===== config.mk =====
export PLATFORM = sky130hd
export DESIGN_NAME = ntr_rsqrt_step
export DESIGN_NICKNAME = d
export VERILOG_FILES = /design/src/sv/normal_texel_renormalize_assert.svh /design/src/sv/ntr_pkg.sv /design/src/sv/ntr_rsqrt_step.sv
export SDC_FILE = /design/constraint.sdc
export NUM_CORES = 1
export LEC_CHECK = 0
export ABC_AREA = 1
export BUFFER_PORTS_ARGS = -buffer_cell sky130_fd_sc_hd__buf_2
export CORE_UTILIZATION = 50
export DETAILED_ROUTE_END_ITERATION = 16
export PLACE_DENSITY = 0.95
export SLEW_MARGIN = 20
export SYNTH_ARGS = -nofsm -noshare
export SYNTH_HDL_FRONTEND = slang
export SYNTH_SLANG_ARGS = --single-unit
export TNS_END_PERCENT = 20

===== constraint.sdc =====
create_clock -name vclk -period 6.26
set_input_delay 1.878 -clock vclk [all_inputs]
set_output_delay 1.878 -clock vclk [all_outputs]
set_load 0.005 [all_outputs]

===== src/sv/normal_texel_renormalize_assert.svh =====
// ----------------------------------------------------------------------------
// Assertion macros for normal_texel_renormalize
// Concurrent checks that compile away in synthesis builds.
// ----------------------------------------------------------------------------
`ifndef NORMAL_TEXEL_RENORMALIZE_ASSERT_SVH
`define NORMAL_TEXEL_RENORMALIZE_ASSERT_SVH

`ifndef SYNTHESIS
`define NTR_ASSERT(lbl, clk, rst_n, prop, msg) \
  lbl: assert property (@(posedge clk) disable iff (!rst_n) (prop)) else $error(msg);
`define NTR_ASSERT_IMPL(lbl, clk, rst_n, ante, cons, msg) \
  lbl: assert property (@(posedge clk) disable iff (!rst_n) (ante) |-> (cons)) else $error(msg);
`else
`define NTR_ASSERT(lbl, clk, rst_n, prop, msg)
`define NTR_ASSERT_IMPL(lbl, clk, rst_n, ante, cons, msg)
`endif

`endif


===== src/sv/ntr_pkg.sv =====
// ----------------------------------------------------------------------------
// ntr_pkg
// Shared types and constants of the normal texel renormalizer.
// ----------------------------------------------------------------------------
package ntr_pkg;

  localparam int BYTE_W = 8;
  // Signed component u = 2*b - 255 fits in 9 bits.
  localparam int U_W    = 9;
  // u*u is at most 65025.
  localparam int SQ_W   = 16;
  // Sum of three squares is at most 195075.
  localparam int SUM_W  = 18;

  localparam logic [U_W:0]        COMP_BIAS = 10'd255;
  localparam logic [BYTE_W-1:0]   BYTE_MAX  = 8'hFF;

  typedef struct packed {
    logic [BYTE_W-1:0] red_in;
    logic [BYTE_W-1:0] green_in;
    logic [BYTE_W-1:0] blue_in;
    logic [BYTE_W-1:0] alpha_in;
  } in_texel_t;

  typedef struct packed {
    logic [BYTE_W-1:0] red_out;
    logic [BYTE_W-1:0] green_out;
    logic [BYTE_W-1:0] blue_out;
    logic [BYTE_W-1:0] alpha_out;
  } out_texel_t;

endpackage


===== src/sv/ntr_rsqrt_step.sv =====
// ----------------------------------------------------------------------------
// ntr_rsqrt_step
// One bit of the reciprocal square root recurrence: tries bit K of R and
// keeps it when (R + 2^K)^2 * S stays below 2^(2F).
// ----------------------------------------------------------------------------
module ntr_rsqrt_step #(
  parameter int F = 24,
  parameter int K = 23
) (
  input  logic [ntr_pkg::SUM_W-1:0] s_i,
  input  logic [2*F-1:0]            p_i,
  input  logic [F+8:0]              q_i,
  input  logic [F-1:0]              r_i,
  output logic [2*F-1:0]            p_o,
  output logic [F+8:0]              q_o,
  output logic [F-1:0]              r_o
);

  localparam int WP = 2 * F;
  localparam int WQ = F + 9;
  localparam int WC = 2 * F + ntr_pkg::SUM_W - 1;

  // p_i holds R^2*S and q_i holds R*S for the bits decided so far.
  logic [WC-1:0] cand;
  logic [WQ-1:0] s_shift;
  logic [F-1:0]  bit_k;
  logic          fits;

  always_comb begin
    cand = {{(WC-WP){1'b0}}, p_i}
         + ({{(WC-WQ){1'b0}}, q_i} << (K + 1))
         + ({{(WC-ntr_pkg::SUM_W){1'b0}}, s_i} << (2 * K));
    fits    = (cand[WC-1:WP] == '0);
    s_shift = {{(WQ-ntr_pkg::SUM_W){1'b0}}, s_i} << K;
    bit_k   = {{(F-1){1'b0}}, 1'b1} << K;
    p_o     = fits ? cand[WP-1:0]     : p_i;
    q_o     = fits ? (q_i + s_shift)  : q_i;
    r_o     = fits ? (r_i | bit_k)    : r_i;
  end

endmodule


; ---- After elaboration in Yosys (flattened, before gate mapping)
; Cells that the tools add are included.
[totals]
ff_bits = 0
input_bits = 123
elab_cells = 7
[op_classes]
reduce_logical = 1
add_sub_neg = 3
muxes = 3
[ops]
columns = cell, count
row1 = 58-bit by 64-bit adder with 65-bit output, 1
row2 = 48-bit by 57-bit adder with 58-bit output, 1
row3 = 48-bit two-way mux, 1
row4 = 33-bit adder, 1
row5 = 33-bit two-way mux, 1
row6 = 24-bit two-way mux, 1
row7 = 17-bit logical NOT, 1

; ---- Logic depth before layout (Yosys ltp)
[logic_depth]
word_depth = 4
mapped_depth = 22

; ---- Worst setup path after synthesis
; No wires, ideal clock.
[synth_path]
path_type = input -> output
from = input port p_i[25]
to = output port p_o[24]
cell_stages = 21
slack_ns = 0.249
arrival_ns = 4.133
path_cell_list = ha_1 > ha_1 > inv_1 > fa_1 > inv_1 > nand2_1 > nand2_1 > nand3_1 > nand2_2 > nand2_1 > nand2_2 > nand2_2 > nand3_1 > nand2_1 > nor2_2 > nand3_2 > nor2_4 > nand3_4 > buf_6 > nand2_1 > nand2_1
[synth_via]
elab_chain_len = 4
[synth_rtl]
columns = item, line_no
row1 = from (decl), ntr_rsqrt_step.sv:11  ; input logic [2*F-1:0] p_i,
row2 = 48-bit by 57-bit adder with 58-bit output, ntr_rsqrt_step.sv:31  ; + ({{(WC-WQ){1'b0}}, q_i} << (K + 1))
row3 = 58-bit by 64-bit adder with 65-bit output, ntr_rsqrt_step.sv:32  ; + ({{(WC-ntr_pkg::SUM_W){1'b0}}, s_i} << (2 * K));
row4 = 17-bit logical NOT, ntr_rsqrt_step.sv:33  ; fits = (cand[WC-1:WP] == '0);
row5 = 48-bit two-way mux, ntr_rsqrt_step.sv:36  ; p_o = fits ? cand[WP-1:0] : p_i;
row6 = to (decl), ntr_rsqrt_step.sv:14  ; output logic [2*F-1:0] p_o,
; Every way passes these cells.

; ---- Worst setup path in the final report
[layout_path]
from = input port p_i[47]
to = output port p_o[37]
; Same word-level chain as after synthesis.

==> results.md <==
* Routed wl met3 at 1680 µm
* Met1 WL at 6490 µm
* VDD IR-drop max at 0.0570 mV
* Fill count at 755
* GRT Total Usage at 0.265
* Cell variety after synth at 28
* Sequential area share after synthesis at 0
* Wire length per cell at 14.2 µm
* N_diodes at 0
* Final setup TNS at -12.06 ns
* # IOs at 228
* Setup-failing EPs final at 35
* Largest net degree at the start of global routing at 20
* Worst slew pin tran at 0.368 ns
* Die area at 10300 µm²
* Synthesis-to-layout area growth at 27.2%
* Die Y at 102 µm
* Final min period at 6.65 ns
* Max-cap violations at 0
* Register area at 0 µm²
* Post-Syn Nets at 1129
* Max-slew violations at 0
* Worst setup margin at -0.393 ns
* Drt drc at 0
* Tcrit/Tclk final at 1.06
* Sw frac at 0.586
* Top-area cell type share of the netlist area at 0.274
* Outcome: finished with violations
* Pwr Total at 0.000665 W
* Worst Path Required at 4.38 ns
* Pre-antenna DRT Iters at 8
* RSZ-0062 raised after global routing: yes
* Worst Path Buf+Inv at 5
* Ratio of cells with drive above 1 in the final layout at 0.309
* Starting Density at 0.526
* Initial antenna violation count at 0
* Slew headroom at 0.752
* Final Hold Fails at 0
* Synth area leader: nand2_1
* Via count at 6343
* FFs & Latches at 0
* Initial DRC Count at 579
* Vias in the first global route at 5344
* Synth area leaders: nand2_1 27%, ha_1 18%, inv_1 12%, buf_4 11%, nand3_1 6.5%
* Global-route wire length before repair at 22400 µm
* Vias/cell at 5.35
* Switching power at 0.000390 W
* Post-DP HPWL at 11900 µm
* # clk buffers at 0
* Clock Power Share at 0
* Antenna-violating nets left at 0
* Worst setup SP type: primary input
* Worst EP arrival at 4.77 ns
* Post-synthesis cell count at 929
* Die W at 102 µm
* Minimum hold slack at 3.76 ns
* Met2 WL post-DR at 7640 µm
* Port Buffer Count at 134
* Post-Syn Area per Cell at 5.33 µm²
* Final nets at 1259
* Area of the multi-input gates at 4190 µm²
* Crit Path Category: primary input to output port
* Yosys warning count at 0
* Crit-path max cell delay at 0.58 ns
* Combinational power share at 1.000
* Core Area at 9420 µm²
* Mapped cell area at 4950 µm²
* Routed wire length at 16800 µm
* Top Family by Delay on Critical Path: simple AND/OR/NAND/NOR gates
* FMAX at 150 MHz
* Most used cell, CP: nand2_1
* Power per cell area at 106 nW/µm²
* Crit path capture type: output port
* Flop pwr share at 0
* Max Used Layer: met4
* Int Power at 0.000275 W
* CP Max Fanout at 9
* Total congestion overflow at 0
* Std-Cell Rows at 35
* Final Wtd Congestion at 1.03
* Worst Hold Class: primary input to output port
* P_leak at 3.84 nW
* Failing checks: setup timing
* CP max-delay cell: fa_1
* CP cell instances: buf_2 > fa_1 > ha_4 > nand2_4 > inv_1 > a21oi_2 > nand2_1 > inv_1 > nand3_2 > nand2_1 > nand2_2 > nor2_2 > nand3_2 > nor2_4 > nand3_4 > clkbuf_16 > nand2_1 > nand2_1 > buf_2
## path summary, 6_finish.rpt
check,slack (ns),startpoint,cells past startpoint,endpoint
max,-0.39,p_i[47],19,p_o[37]
min,3.76,p_i[14],0,p_o[14]
## power by group through the flow
| stage | clock network [W] | logic [W] | registers [W] |
|---|---|---|---|
| CTS | 0 | 0.000559 | 0 |
| global placement | 0 | 0.000530 | 0 |
| floorplan | 0 | 0.000374 | 0 |
| global route | 0 | 0.000723 | 0 |
| finish | 0 | 0.000665 | 0 |
| detailed placement | 0 | 0.000540 | 0 |
## cell type report
class              instances  area share
multi-input cells        691       0.666
inverters                159      0.0948
repair buffers           207       0.214
well taps                129      0.0256
## synthesized netlist by cell type (7+ instances only)
cell type  number
a21oi_1        33
nand2_2         8
nand2_1       362
xor2_1         22
nand3_1        64
nor2_1         71
ha_1           73
nand4_1         8
buf_4          71
xnor2_1         8
inv_1         156
o21ai_0         9
nor2_2          7
## cell usage in the layout (no fill, tap or decap), drive strengths merged
cell type	count
a21oi	33
and2	4
buf	204
clkbuf	3
clkinv	1
fa	4
ha	73
inv	158
nand2	370
nand3	68
nand3b	3
nand4	8
nor2	80
nor3	5
o21ai	9
o21bai	2
or2	2
xnor2	8
xor2	22
## through the flow
| step | cells | worst slack, ns | instance area [µm²] | utilization |
|---|---|---|---|---|
| 2_1_floorplan | 929 | 0.249 | 4950 | - |
| 3_3_place_gp | 1173 | -0.272 | 5670 | 0.603 |
| 3_5_place_dp | 1173 | -0.302 | 5670 | 0.603 |
| 4_1_cts | 1174 | -0.188 | 5750 | 0.611 |
| 5_1_grt | 1186 | -0.522 | 6300 | 0.669 |
| 6_report | 1186 | -0.393 | 6300 | 0.669 |
## layer usage
metal | vias to the layer above | track usage
met3 | 115 | 0.0110
met1 | 2761 | 0.329
met4 | 0 | 0.0992
met5 | - | 0
met2 | 429 | 0.483
li1 | 3038 | -
## repair_timing
item                                    4_1_cts  5_1_grt
pin swaps                                     3       21
setup buffers                                 1        9
endpoints found under the setup margin       35       35
hold buffers                                  0        0
gates cloned                                  0        3
resized for setup                            18       99
## cell families after synthesis
logic type      after synthesis  share of synthesized area
compound gates               44                     0.0455
simple gates                540                      0.457
xor+xnor                     30                     0.0531
fa+ha+maj                    77                      0.201
buf+inv                     238                      0.244
No activity file was read; power rests on OpenSTA's default activity.
